`src/rtl/core/eda_pkg.sv`:
```
// Shared constants and types for the Euclidean distance accumulator.
`default_nettype none
package eda_pkg;

	localparam int MAX_DIMS    = 256;
	localparam int COORD_WIDTH = 16;

	// Pair counter holds 0..MAX_DIMS
	localparam int CNT_W   = $clog2(MAX_DIMS + 1);
	// Difference and magnitude of two coordinates
	localparam int AD_W    = COORD_WIDTH + 1;
	// Magnitude widened so the 2^20 range check always has bits to look at
	localparam int SQ_IN_W = 20;
	localparam int ADX_W   = (AD_W > SQ_IN_W + 1) ? AD_W : SQ_IN_W + 1;

	localparam int SUM_W   = 40;
	localparam logic [SUM_W-1:0] SUM_MAX = {SUM_W{1'b1}};

	// Root of sum * 2^16: 56-bit radicand, 28-bit result
	localparam int FRAC_W  = 16;
	localparam int RAD_W   = SUM_W + FRAC_W;
	localparam int ROOT_W  = RAD_W / 2;
	localparam int REM_W   = ROOT_W + 2;
	localparam int STEP_W  = $clog2(ROOT_W);

	// Finished vector, handed from the accumulator to the root unit
	localparam int Q_DEPTH = 4;
	localparam int QPTR_W  = $clog2(Q_DEPTH);
	localparam int QCNT_W  = $clog2(Q_DEPTH + 1);

	typedef struct packed {
		logic [SUM_W-1:0] sum;
		logic             ovf;
	} vec_res_t;

	typedef struct packed {
		logic full;
		logic empty;
	} q_stat_t;

	// Root unit states
	localparam logic [1:0] ST_IDLE = 2'd0;
	localparam logic [1:0] ST_CALC = 2'd1;
	localparam logic [1:0] ST_HOLD = 2'd2;

endpackage
`default_nettype wire

```
`src/rtl/core/euclidean_distance_accumulator.sv`:
```
// Top level of the Euclidean distance accumulator.
// Accepts one coordinate pair per cycle while in_stall is low; each pair's squared
// difference is added to a per-vector sum, and the pair flagged last_dim closes the
// vector. The vector then yields its squared distance (saturated at 2^40-1;
// too_many_dims set when more than MAX_DIMS pairs arrived or the sum saturated)
// and floor(sqrt * 256). Pairs pass through the subtract, square and accumulate
// stages. The root comes from a shared bit-pair unit that takes one vector at a
// time; a four-entry queue lets new vectors accumulate meanwhile, and a full queue
// stalls the front end when the next vector finishes.
`default_nettype none
module euclidean_distance_accumulator (
	input  wire logic               clk,
	input  wire logic               arst_n,
	input  wire logic               in_valid,
	output logic                    in_stall,
	input  wire logic signed [15:0] coord_a,
	input  wire logic signed [15:0] coord_b,
	input  wire logic               last_dim,
	output logic                    out_valid,
	input  wire logic               out_stall,
	output logic [39:0]             distance_squared,
	output logic [27:0]             distance_root,
	output logic                    too_many_dims
);

	eda_pkg::q_stat_t  q_stat;
	eda_pkg::vec_res_t q_wr, q_rd;
	logic              q_push, q_pop;

	eda_front u_front (
		.clk      (clk),
		.arst_n   (arst_n),
		.in_valid (in_valid),
		.in_stall (in_stall),
		.coord_a  (coord_a),
		.coord_b  (coord_b),
		.last_dim (last_dim),
		.q_stat   (q_stat),
		.q_push   (q_push),
		.q_data   (q_wr)
	);

	eda_queue u_queue (
		.clk     (clk),
		.arst_n  (arst_n),
		.push    (q_push),
		.wr_data (q_wr),
		.pop     (q_pop),
		.rd_data (q_rd),
		.stat    (q_stat)
	);

	eda_root u_root (
		.clk              (clk),
		.arst_n           (arst_n),
		.q_stat           (q_stat),
		.q_data           (q_rd),
		.q_pop            (q_pop),
		.out_valid        (out_valid),
		.out_stall        (out_stall),
		.distance_squared (distance_squared),
		.distance_root    (distance_root),
		.too_many_dims    (too_many_dims)
	);

endmodule
`default_nettype wire

```
`src/rtl/core/eda_front.sv`:
```
// Front end: takes coordinate pairs, squares the difference and accumulates per vector.
`default_nettype none
module eda_front (
	input  wire logic                      clk,
	input  wire logic                      arst_n,
	input  wire logic                      in_valid,
	output logic                           in_stall,
	input  wire logic signed [15:0]        coord_a,
	input  wire logic signed [15:0]        coord_b,
	input  wire logic                      last_dim,
	input  wire eda_pkg::q_stat_t          q_stat,
	output logic                           q_push,
	output eda_pkg::vec_res_t              q_data
);

	logic                           en;
	logic                           in_fire;
	logic [eda_pkg::AD_W-1:0]       a_x, b_x, d;
	logic [eda_pkg::AD_W-1:0]       ad_s1;
	logic                           v_s1, last_s1;
	logic [eda_pkg::ADX_W-1:0]      adx;
	logic [eda_pkg::SQ_IN_W-1:0]    m;
	logic [eda_pkg::SUM_W-1:0]      prod;
	logic [eda_pkg::SUM_W-1:0]      sq_s2;
	logic                           big_s2, v_s2, last_s2;
	logic [eda_pkg::SUM_W-1:0]      sum_q, sum_n;
	logic [eda_pkg::CNT_W-1:0]      cnt_q, cnt_n;
	logic                           ovf_q, ovf_n;
	logic [eda_pkg::SUM_W:0]        sum_ext;
	logic                           acc_fire;

	// Stall the whole pipe only when a finished vector cannot enter the queue
	assign en       = !(v_s2 && last_s2 && q_stat.full);
	assign in_stall = !en;
	assign in_fire  = in_valid && en;

	assign a_x = {coord_a[eda_pkg::COORD_WIDTH-1], coord_a[eda_pkg::COORD_WIDTH-1:0]};
	assign b_x = {coord_b[eda_pkg::COORD_WIDTH-1], coord_b[eda_pkg::COORD_WIDTH-1:0]};
	assign d   = a_x - b_x;

	always_ff @(posedge clk or negedge arst_n) begin
		if (!arst_n) begin
			v_s1 <= 1'b0;
			v_s2 <= 1'b0;
		end else if (en) begin
			v_s1 <= in_fire;
			v_s2 <= v_s1;
		end
	end

	always_ff @(posedge clk) begin
		if (en) begin
			ad_s1   <= d[eda_pkg::AD_W-1] ? (~d + 1'b1) : d;
			last_s1 <= last_dim;
			sq_s2   <= prod;
			big_s2  <= |adx[eda_pkg::ADX_W-1:eda_pkg::SQ_IN_W];
			last_s2 <= last_s1;
		end
	end

	assign adx  = eda_pkg::ADX_W'(ad_s1);
	assign m    = adx[eda_pkg::SQ_IN_W-1:0];
	assign prod = m * m;

	// Accumulate with saturation on dimension overflow or sum overflow
	assign sum_ext  = {1'b0, sum_q} + {1'b0, sq_s2};
	assign acc_fire = v_s2 && en;

	always_comb begin
		sum_n = sum_q;
		cnt_n = cnt_q;
		ovf_n = ovf_q;
		if (cnt_q >= eda_pkg::CNT_W'(eda_pkg::MAX_DIMS)) begin
			ovf_n = 1'b1;
			sum_n = eda_pkg::SUM_MAX;
		end else begin
			cnt_n = cnt_q + 1'b1;
			if (big_s2 || sum_ext[eda_pkg::SUM_W]) begin
				ovf_n = 1'b1;
				sum_n = eda_pkg::SUM_MAX;
			end else begin
				sum_n = sum_ext[eda_pkg::SUM_W-1:0];
			end
		end
	end

	assign q_push      = acc_fire && last_s2;
	assign q_data.sum  = sum_n;
	assign q_data.ovf  = ovf_n;

	always_ff @(posedge clk or negedge arst_n) begin
		if (!arst_n) begin
			sum_q <= '0;
			cnt_q <= '0;
			ovf_q <= 1'b0;
		end else if (acc_fire) begin
			if (last_s2) begin
				sum_q <= '0;
				cnt_q <= '0;
				ovf_q <= 1'b0;
			end else begin
				sum_q <= sum_n;
				cnt_q <= cnt_n;
				ovf_q <= ovf_n;
			end
		end
	end

	a_cnt_bound: assert property (@(posedge clk) disable iff (!arst_n)
		cnt_q <= eda_pkg::CNT_W'(eda_pkg::MAX_DIMS))
		else $error("pair count beyond MAX_DIMS");

	a_ovf_sat: assert property (@(posedge clk) disable iff (!arst_n)
		ovf_q |-> sum_q == eda_pkg::SUM_MAX)
		else $error("overflow flag set without saturated sum");

	a_clear_after_push: assert property (@(posedge clk) disable iff (!arst_n)
		q_push |=> (sum_q == '0) && (cnt_q == '0) && !ovf_q)
		else $error("vector state not cleared after last pair");

endmodule
`default_nettype wire

```
`src/rtl/core/eda_queue.sv`:
```
// Short queue of finished vector sums between the accumulator and the root unit.
`default_nettype none
module eda_queue (
	input  wire logic              clk,
	input  wire logic              arst_n,
	input  wire logic              push,
	input  wire eda_pkg::vec_res_t wr_data,
	input  wire logic              pop,
	output eda_pkg::vec_res_t      rd_data,
	output eda_pkg::q_stat_t       stat
);

	eda_pkg::vec_res_t           entry_q [eda_pkg::Q_DEPTH];
	logic [eda_pkg::QPTR_W-1:0]  wr_ptr_q, rd_ptr_q;
	logic [eda_pkg::QCNT_W-1:0]  cnt_q;
	logic                        do_push, do_pop;

	assign stat.full  = cnt_q == eda_pkg::QCNT_W'(eda_pkg::Q_DEPTH);
	assign stat.empty = cnt_q == '0;
	assign do_push    = push && !stat.full;
	assign do_pop     = pop && !stat.empty;
	assign rd_data    = entry_q[rd_ptr_q];

	always_ff @(posedge clk) begin
		if (do_push)
			entry_q[wr_ptr_q] <= wr_data;
	end

	always_ff @(posedge clk or negedge arst_n) begin
		if (!arst_n) begin
			wr_ptr_q <= '0;
			rd_ptr_q <= '0;
			cnt_q    <= '0;
		end else begin
			if (do_push)
				wr_ptr_q <= wr_ptr_q + 1'b1;
			if (do_pop)
				rd_ptr_q <= rd_ptr_q + 1'b1;
			case ({do_push, do_pop})
				2'b10:   cnt_q <= cnt_q + 1'b1;
				2'b01:   cnt_q <= cnt_q - 1'b1;
				default: cnt_q <= cnt_q;
			endcase
		end
	end

	a_no_push_full: assert property (@(posedge clk) disable iff (!arst_n)
		!(push && stat.full))
		else $error("push into full queue");

	a_no_pop_empty: assert property (@(posedge clk) disable iff (!arst_n)
		!(pop && stat.empty))
		else $error("pop from empty queue");

	a_cnt_bound: assert property (@(posedge clk) disable iff (!arst_n)
		cnt_q <= eda_pkg::QCNT_W'(eda_pkg::Q_DEPTH))
		else $error("queue count beyond depth");

endmodule
`default_nettype wire

```
`src/rtl/core/eda_root.sv`:
```
// Back end: bit-pair square root of each vector sum and the output register.
`default_nettype none
module eda_root (
	input  wire logic                        clk,
	input  wire logic                        arst_n,
	input  wire eda_pkg::q_stat_t            q_stat,
	input  wire eda_pkg::vec_res_t           q_data,
	output logic                             q_pop,
	output logic                             out_valid,
	input  wire logic                        out_stall,
	output logic [39:0]                      distance_squared,
	output logic [27:0]                      distance_root,
	output logic                             too_many_dims
);

	logic [1:0]                     state_q;
	logic [eda_pkg::RAD_W-1:0]      x_q;
	logic [eda_pkg::REM_W-1:0]      rem_q;
	logic [eda_pkg::ROOT_W-1:0]     root_q;
	logic [eda_pkg::STEP_W-1:0]     step_q;
	logic [eda_pkg::SUM_W-1:0]      sum_q;
	logic                           ovf_q;
	logic                           out_valid_q;
	logic [eda_pkg::REM_W+1:0]      rem_sh, trial, rem_n;
	logic [eda_pkg::ROOT_W-1:0]     root_n;
	logic                           ge;
	logic                           last_step;
	logic                           out_free;

	assign out_free  = !out_valid_q || !out_stall;
	assign q_pop     = (state_q == eda_pkg::ST_IDLE) && !q_stat.empty;
	assign last_step = step_q == eda_pkg::STEP_W'(eda_pkg::ROOT_W - 1);

	// One root bit per cycle: bring down two radicand bits, try subtracting 4r+1
	assign rem_sh = {rem_q, x_q[eda_pkg::RAD_W-1 -: 2]};
	assign trial  = {2'b00, root_q, 2'b01};
	assign ge     = rem_sh >= trial;
	assign rem_n  = ge ? rem_sh - trial : rem_sh;
	assign root_n = {root_q[eda_pkg::ROOT_W-2:0], ge};

	always_ff @(posedge clk) begin
		if (q_pop) begin
			x_q    <= {q_data.sum, {eda_pkg::FRAC_W{1'b0}}};
			rem_q  <= '0;
			root_q <= '0;
			sum_q  <= q_data.sum;
			ovf_q  <= q_data.ovf;
		end else if (state_q == eda_pkg::ST_CALC) begin
			x_q    <= x_q << 2;
			rem_q  <= rem_n[eda_pkg::REM_W-1:0];
			root_q <= root_n;
		end
	end

	always_ff @(posedge clk or negedge arst_n) begin
		if (!arst_n) begin
			state_q <= eda_pkg::ST_IDLE;
			step_q  <= '0;
		end else begin
			case (state_q)
				eda_pkg::ST_IDLE: begin
					step_q <= '0;
					if (q_pop)
						state_q <= eda_pkg::ST_CALC;
				end
				eda_pkg::ST_CALC: begin
					step_q <= step_q + 1'b1;
					if (last_step)
						state_q <= out_free ? eda_pkg::ST_IDLE : eda_pkg::ST_HOLD;
				end
				eda_pkg::ST_HOLD: begin
					if (out_free)
						state_q <= eda_pkg::ST_IDLE;
				end
				default: state_q <= eda_pkg::ST_IDLE;
			endcase
		end
	end

	// Output register: load the finished result once the previous one is gone
	always_ff @(posedge clk or negedge arst_n) begin
		if (!arst_n) begin
			out_valid_q <= 1'b0;
		end else if (out_free) begin
			out_valid_q <= (state_q == eda_pkg::ST_CALC && last_step) ||
			               (state_q == eda_pkg::ST_HOLD);
		end
	end

	always_ff @(posedge clk) begin
		if (out_free) begin
			if (state_q == eda_pkg::ST_CALC && last_step) begin
				distance_squared <= sum_q;
				distance_root    <= root_n;
				too_many_dims    <= ovf_q;
			end else if (state_q == eda_pkg::ST_HOLD) begin
				distance_squared <= sum_q;
				distance_root    <= root_q;
				too_many_dims    <= ovf_q;
			end
		end
	end

	assign out_valid = out_valid_q;

	a_step_bound: assert property (@(posedge clk) disable iff (!arst_n)
		state_q == eda_pkg::ST_CALC |-> step_q < eda_pkg::STEP_W'(eda_pkg::ROOT_W))
		else $error("root step counter out of range");

	a_hold_busy: assert property (@(posedge clk) disable iff (!arst_n)
		state_q == eda_pkg::ST_HOLD |-> out_valid_q)
		else $error("root result held with empty output register");

	a_pop_idle: assert property (@(posedge clk) disable iff (!arst_n)
		q_pop |=> state_q == eda_pkg::ST_CALC && step_q == '0)
		else $error("root unit did not start after pop");

endmodule
`default_nettype wire
```
`config.mk`:
```
export PLATFORM = sky130hd
export DESIGN_NAME = euclidean_distance_accumulator
export DESIGN_NICKNAME = d
export VERILOG_FILES = /design/src/rtl/core/eda_pkg.sv /design/src/rtl/core/euclidean_distance_accumulator.sv /design/src/rtl/core/eda_front.sv /design/src/rtl/core/eda_queue.sv /design/src/rtl/core/eda_root.sv
export SDC_FILE = /design/constraint.sdc
export NUM_CORES = 1
export LEC_CHECK = 0
export ABC_AREA = 1
export BUFFER_PORTS_ARGS = -buffer_cell sky130_fd_sc_hd__buf_2
export CORE_UTILIZATION = 55
export DETAILED_ROUTE_END_ITERATION = 16
export PLACE_DENSITY = 0.84
export SLEW_MARGIN = 0
export SYNTH_ARGS = -nofsm -noshare
export SYNTH_HDL_FRONTEND = slang
export SYNTH_SLANG_ARGS = --single-unit
```
`constraint.sdc`:
```
create_clock -name clk -period 5.8 [get_ports clk]
set_input_delay 1.16 -clock clk [delete_from_list [all_inputs] [get_ports clk]]
set_output_delay 1.16 -clock clk [all_outputs]
set_load 0.01 [all_outputs]
```
* Word-level counts from Yosys, hierarchy flattened *
Memory sizes are Yosys's and may differ from the RTL's.
Cells that the tools add are included.
Widths: inputs -> output; s select.

storage, ports and cells
  register bits = 334
  latch bits = 0
  bits in writable memories = 164
  bits in read-only memories = 0
  input port bits = 37
  output and inout bits = 71
  word-level logic and storage cells = 101
  memories kept = 1

cells by class
  $add $sub $neg = 10
  multipliers = 1
  divide/modulo/power cells = 0
  magnitude comparators = 2
  equality and inequality tests = 10
  shift-type cells = 0
  muxes and demuxes = 27
  bitwise logic cells = 1
  reduce and logical (&&, ||, !) cells = 25

memory list
  name             depth  width  rd ports  clocked after memory_dff  write ports  line             text
  u_queue.entry_q  4      41     1         0                         1            eda_queue.sv:13  eda_pkg::vec_res_t entry_q [eda_pkg::Q_DEPTH];

operators by type and width
  operator               count
  $mux 40                5
  $mux 56                2
  $mux 28                2
  $add 40x40->41         1
  $mul 17x17->34         1
  $ge 32x30->1           1
  $mux 30                1
  $sub 30x30->30         1
  $mux 9                 2
  $add 17x1->17 const B  1
  $not 17->17            1
  $sub 16x16->17         1
  $mux 16                1
  $pmux 5 s2             1
  $add 9x1->9 const B    1
  $ge 9x9->1 const B     1
  $logic_and 1x1->1      9
  $mux 2                 4
  $reduce_bool 2->1      4
  $mux 1                 7
  $ne 2x1->1 const B     3
  $pmux 2 s3             1
  $pmux 3 s2             1
  $add 5x1->5 const B    1
  other kinds (14)       23

* Longest topological paths before layout *
  depth in word-level cells = 8
  mapped depth = 27
  gate-level depth less buffers = 25

* Modules after synthesis *
A second synthesis with hierarchy kept.

second synthesis, totals
  cells, all modules = 3,919
  area, all modules = 34,172.8 µm²

by module, submodules not included
  module     instances  cells an instance  area an instance (µm²)  sequential area each (µm²)
  eda_front  1          2,205              16,469.5                2,862.7
  eda_root   1          1,174              10,223.6                5,865.6
  eda_queue  1          540                7,479.7                 5,099.9

* Worst setup path after synthesis *
OpenSTA, ideal clock, no wires.

  path kind = reg2reg
  from = register u_front.ad_s1[10] (netlist bit)
  to = register u_front.sq_s2[32] (netlist bit), data pin
  setup time = 0.258 ns
  arrival time = 5.506 ns
  required time = 5.542 ns
  setup slack = 0.036 ns
  cell stages (with the launch flop) = 24
  period minus slack after synthesis = 5.764 ns
  cells stage by stage = edfxtp_1 -> clkbuf_1 -> clkbuf_1 -> nand2_1 -> fa_1 -> inv_1 -> fa_1 -> inv_1 -> fa_1 -> inv_1 -> fa_1 -> fa_1 -> inv_1 -> fa_1 -> inv_1 -> ha_1 -> a21o_1 -> a21oi_1 -> nand2_1 -> a21oi_1 -> inv_1 -> nand4_1 -> nand2_1 -> xor2_1

between the ends
  longest elaborated chain between the ends = 1

RTL lines
  what                       line             text
  start, declared            eda_front.sv:19  logic [eda_pkg::AD_W-1:0] ad_s1;
  start signal, assigned     eda_front.sv:53  ad_s1 <= d[eda_pkg::AD_W-1] ? (~d + 1'b1) : d;
  $mul 17x17->34             eda_front.sv:63  assign prod = m * m;
  net u_front.prod, one bit  eda_front.sv:23  logic [eda_pkg::SUM_W-1:0] prod;
  end signal, assigned       eda_front.sv:55  sq_s2 <= prod;
  end, declared              eda_front.sv:24  logic [eda_pkg::SUM_W-1:0] sq_s2;

The timed path passes the listed nets, and every way through them passes these cells.
A chain may end at the register's enable or synchronous reset.

* Worst setup path after layout *
  from = register u_front.ad_s1[2] (netlist bit)
  to = register u_front.sq_s2[29] (netlist bit), data pin

The elaborated chain is that of the path after synthesis.

==> results.py <==
metrics = {
    "outcome": {
        "status": "finished clean",
    },
    "critical_path": {
        "cp-start-kind": "flop",
        "cp_common_cell": "inv_1",
        "critPathTopFamily": "adder cells",
        "slowest_stage": "fa_1",
        "path_cells": "buf_4, nand2_1, fa_1, inv_1, ha_1, inv_1, fa_1, inv_1, fa_1, fa_1, inv_1, fa_1, inv_1, ha_1, nand2_1, nor2_1, inv_1, o21bai_4, nand2_1, nand3_1, a21oi_1, xnor2_1",
        "crit_type": "flop to flop",
        "crit_path_end_kind": "flop",
        "critPathRequiredTime_ns": 6.15,
        "critPathMaxStageDelay_ns": 0.62,
        "arrival_ns": 6.02,
        "crit_fanout": 7,
        "path_buf_inv": 7,
    },
    "synthesis": {
        "synth_seq_area_share_pct": 42.06,
        "syn_nets": 4149,
        "syn_avg_cell_area_um2": 8.842,
        "ys_types": 57,
        "ys.flop_type": "edfxtp_1",
        "async_flop_share_pct": 13.65,
        "netlist_area_um2": 32880,
        "synth_edf_count": 366,
        "synth_warnings": 0,
        "ys_seq_elements": 491,
        "netlist_instances": 3718,
    },
    "sta": {
        "setup_viol": 0,
        "finalCriticalPeriod_ns": 5.666,
        "finalWorstSetupSlack_ns": 0.1342,
        "fmax_mhz": 176.5,
        "hold_viol_final": 0,
        "slew_viol_final": 0,
        "finalClockSkew_ns": 0.01502,
        "fin_crit_sh_pct": 97.69,
        "max_slew_margin_pct": 30.20,
        "tightest_slew_ns": 1.043,
    },
    "layout": {
        "drive_gt1_share_pct": 10.44,
        "utilization_pct": 62.17,
        "n_antenna_cell": 0,
        "finalNetCount": 4296,
        "syn_to_final_growth_pct": 11.60,
    },
    "routing": {
        "wl_um": 78250,
        "wl_per_cell_um": 16.72,
        "drc": 0,
        "drtIter0Drc": 2414,
        "first_pass_iters": 5,
        "ant_nets": 0,
        "via_per_inst": 5.462,
        "vias": 25560,
    },
    "floorplan": {
        "ioPinCount": 108,
        "chipWidth_um": 246.5,
        "coreArea_um2": 59020,
        "initial_core_util_pct": 55.70,
        "rows": 89,
        "die_h_um": 246.5,
        "dieArea_um2": 60750,
    },
    "global_routing": {
        "grt_util_all_layers_pct": 26.05,
        "grt_overflow": 0,
        "grt_pass1_wl_um": 126500,
        "grt_pass1_vias": 25600,
        "grt_max_degree": 85,
        "antenna_found_initial": 0,
    },
    "clock_tree": {
        "cts_tree": "yes",
        "cts_buffer_depth": 3,
        "cts_buffers": 50,
        "clk_latency_ns": 0.61,
        "clock_sinks": 491,
        "cts_htree_levels": 2,
        "clkTransAtPathRegs_ns": 0.06,
        "cts_root_buf": "clkbuf_16",
    },
    "place": {
        "port_buffers": 107,
        "gp_congestion": 0.9880,
        "dp_worst_setup_slack_ns": -0.02729,
        "post-dp-hpwl_um": 57160,
    },
    "flow_run": {
        "maxCapViolCount": 0,
    },
    "worst_hold_path": {
        "min_path_type": "flop to flop",
    },
}
==> worst paths after layout <==
kind | slack [ns] | from | depth (start not counted) | end
setup reg to reg | 0.13 | u_front.ad_s1[2] | 22 | u_front.sq_s2[29]
setup / recovery | 0.13 | u_front.ad_s1[2] | 22 | u_front.sq_s2[29]
hold / removal | 0.42 | u_root.sum_q[7] | 0 | u_root.distance_squared[7]
min in group asynchronous | 0.74 | arst_n | 2 | u_queue.rd_ptr_q[1]
max in group asynchronous | 4.39 | arst_n | 2 | u_root.step_q[0]
hold reg to reg | 0.42 | u_root.sum_q[7] | 0 | u_root.distance_squared[7]
==> layout make-up <==
cell class	count	area (um2)
Multi-Input combinational cell	2451	16410
Inverter	670	2517
Clock buffer	62	1338
Sequential cell	491	13830
Clock inverter	32	360.3
Timing Repair Buffer	201	1270
Fill cell	4755	22330
Tap cell	773	967.2
==> layer usage <==
layer,vias up,GRT usage (%),share of wire (%)
met5,-,0,0
met4,0,9.405,3.4
met3,199,3.235,6.8
met2,1000,44.73,49
met1,12160,33.79,41
li1,12200,-,-
==> metrics by stage <==
stage	setup TNS (ns)	instance area, um2	hold WS, ns	instances
after detailed placement	-0.06296	34420	0.4045	4550
after CTS	0	36200	0.4146	4654
final	0	36690	0.4172	4680
after global routing	-0.5000	36690	0.4223	4680
after global placement	0	34420	0.4013	4550
after floorplan	0	32880	0.4003	3718
==> synthesized netlist by cell type, types with 3 or more instances <==
cell type,n,area [um2]
dfxtp_1,58,1161
nand2_4,3,33.78
clkbuf_1,81,304.0
nand3b_1,6,45.04
o21ai_1,32,160.2
o21bai_1,12,90.09
or2_1,3,18.77
and3_1,3,18.77
a21oi_2,3,26.28
nor2_2,7,43.79
a31oi_1,6,37.54
nand4_1,38,237.7
a21oi_1,134,670.6
buf_2,13,65.06
a22oi_1,28,210.2
xor2_1,66,578.1
buf_1,5,18.77
o22ai_1,41,256.5
nand2_1,926,3476
nor3_1,29,145.1
buf_6,4,45.04
nor2_1,297,1115
nand3_4,8,140.1
edfxtp_1,366,10990
nand3_1,136,680.7
nand3_2,7,70.07
inv_2,19,71.32
a21o_1,10,75.07
nand2_2,11,68.82
o21a_1,6,45.04
o211ai_1,4,30.03
nor4_1,3,18.77
fa_1,194,3884
xnor2_1,24,210.2
a21boi_0,4,30.03
ha_1,200,2502
dfrtp_1,67,1677
o21ai_2,3,26.28
o21ai_0,190,950.9
inv_1,648,2432
==> kinds of logic after synthesis <==
family,after synthesis,share of synthesized area [%]
flops,491,42.06
simple gates,1484,18.79
xor+xnor,90,2.398
mux,1,0.03425
fa+ha+maj,394,19.43
compound gates,482,8.206
buf+inv,776,9.081
==> sequential cells by signal (all words and copies together), names as in the netlist, 2 cells and up <==
register / cells
u_root.rem_q: 30
u_root.root_q: 28
u_front.ad_s1: 17
u_queue.cnt_q: 3
u_front.sq_s2: 33
u_queue.wr_ptr_q: 2
u_queue.rd_ptr_q: 2
u_front.sum_q: 40
u_root.sum_q: 40
u_root.distance_squared: 40
u_root.step_q: 5
u_root.x_q: 40
u_root.state_q: 2
u_root.distance_root: 28
u_queue.entry_q: 164
u_front.cnt_q: 9
==> cell usage in the layout, fill, tap and decap left out, types with 26 or more instances in the layout <==
cell type    n
nand3_1    136
buf_2      109
o21ai_1     34
dfxtp_1     58
o22ai_1     41
fa_1       194
inv_1      646
o21ai_0    188
xor2_1      66
ha_1       190
nand2_1    915
nor3_1      26
dfrtp_1     65
edfxtp_1   366
nor2_1     288
clkbuf_16   51
nand4_1     38
buf_4       86
a21oi_1    118
a22oi_1     28
==> what timing repair did <==
item / CTS / global route
pin swaps: 0 / 12
endpoints found under the setup margin: 5 / 20
resized for setup: 3 / 65
gates cloned: 0 / 0
buffers inserted: 10 / 26
hold buffers: 0 / 0
Power is not shown: default switching activity piles up to over one toggle a cycle in this logic, so the estimate is an artifact.
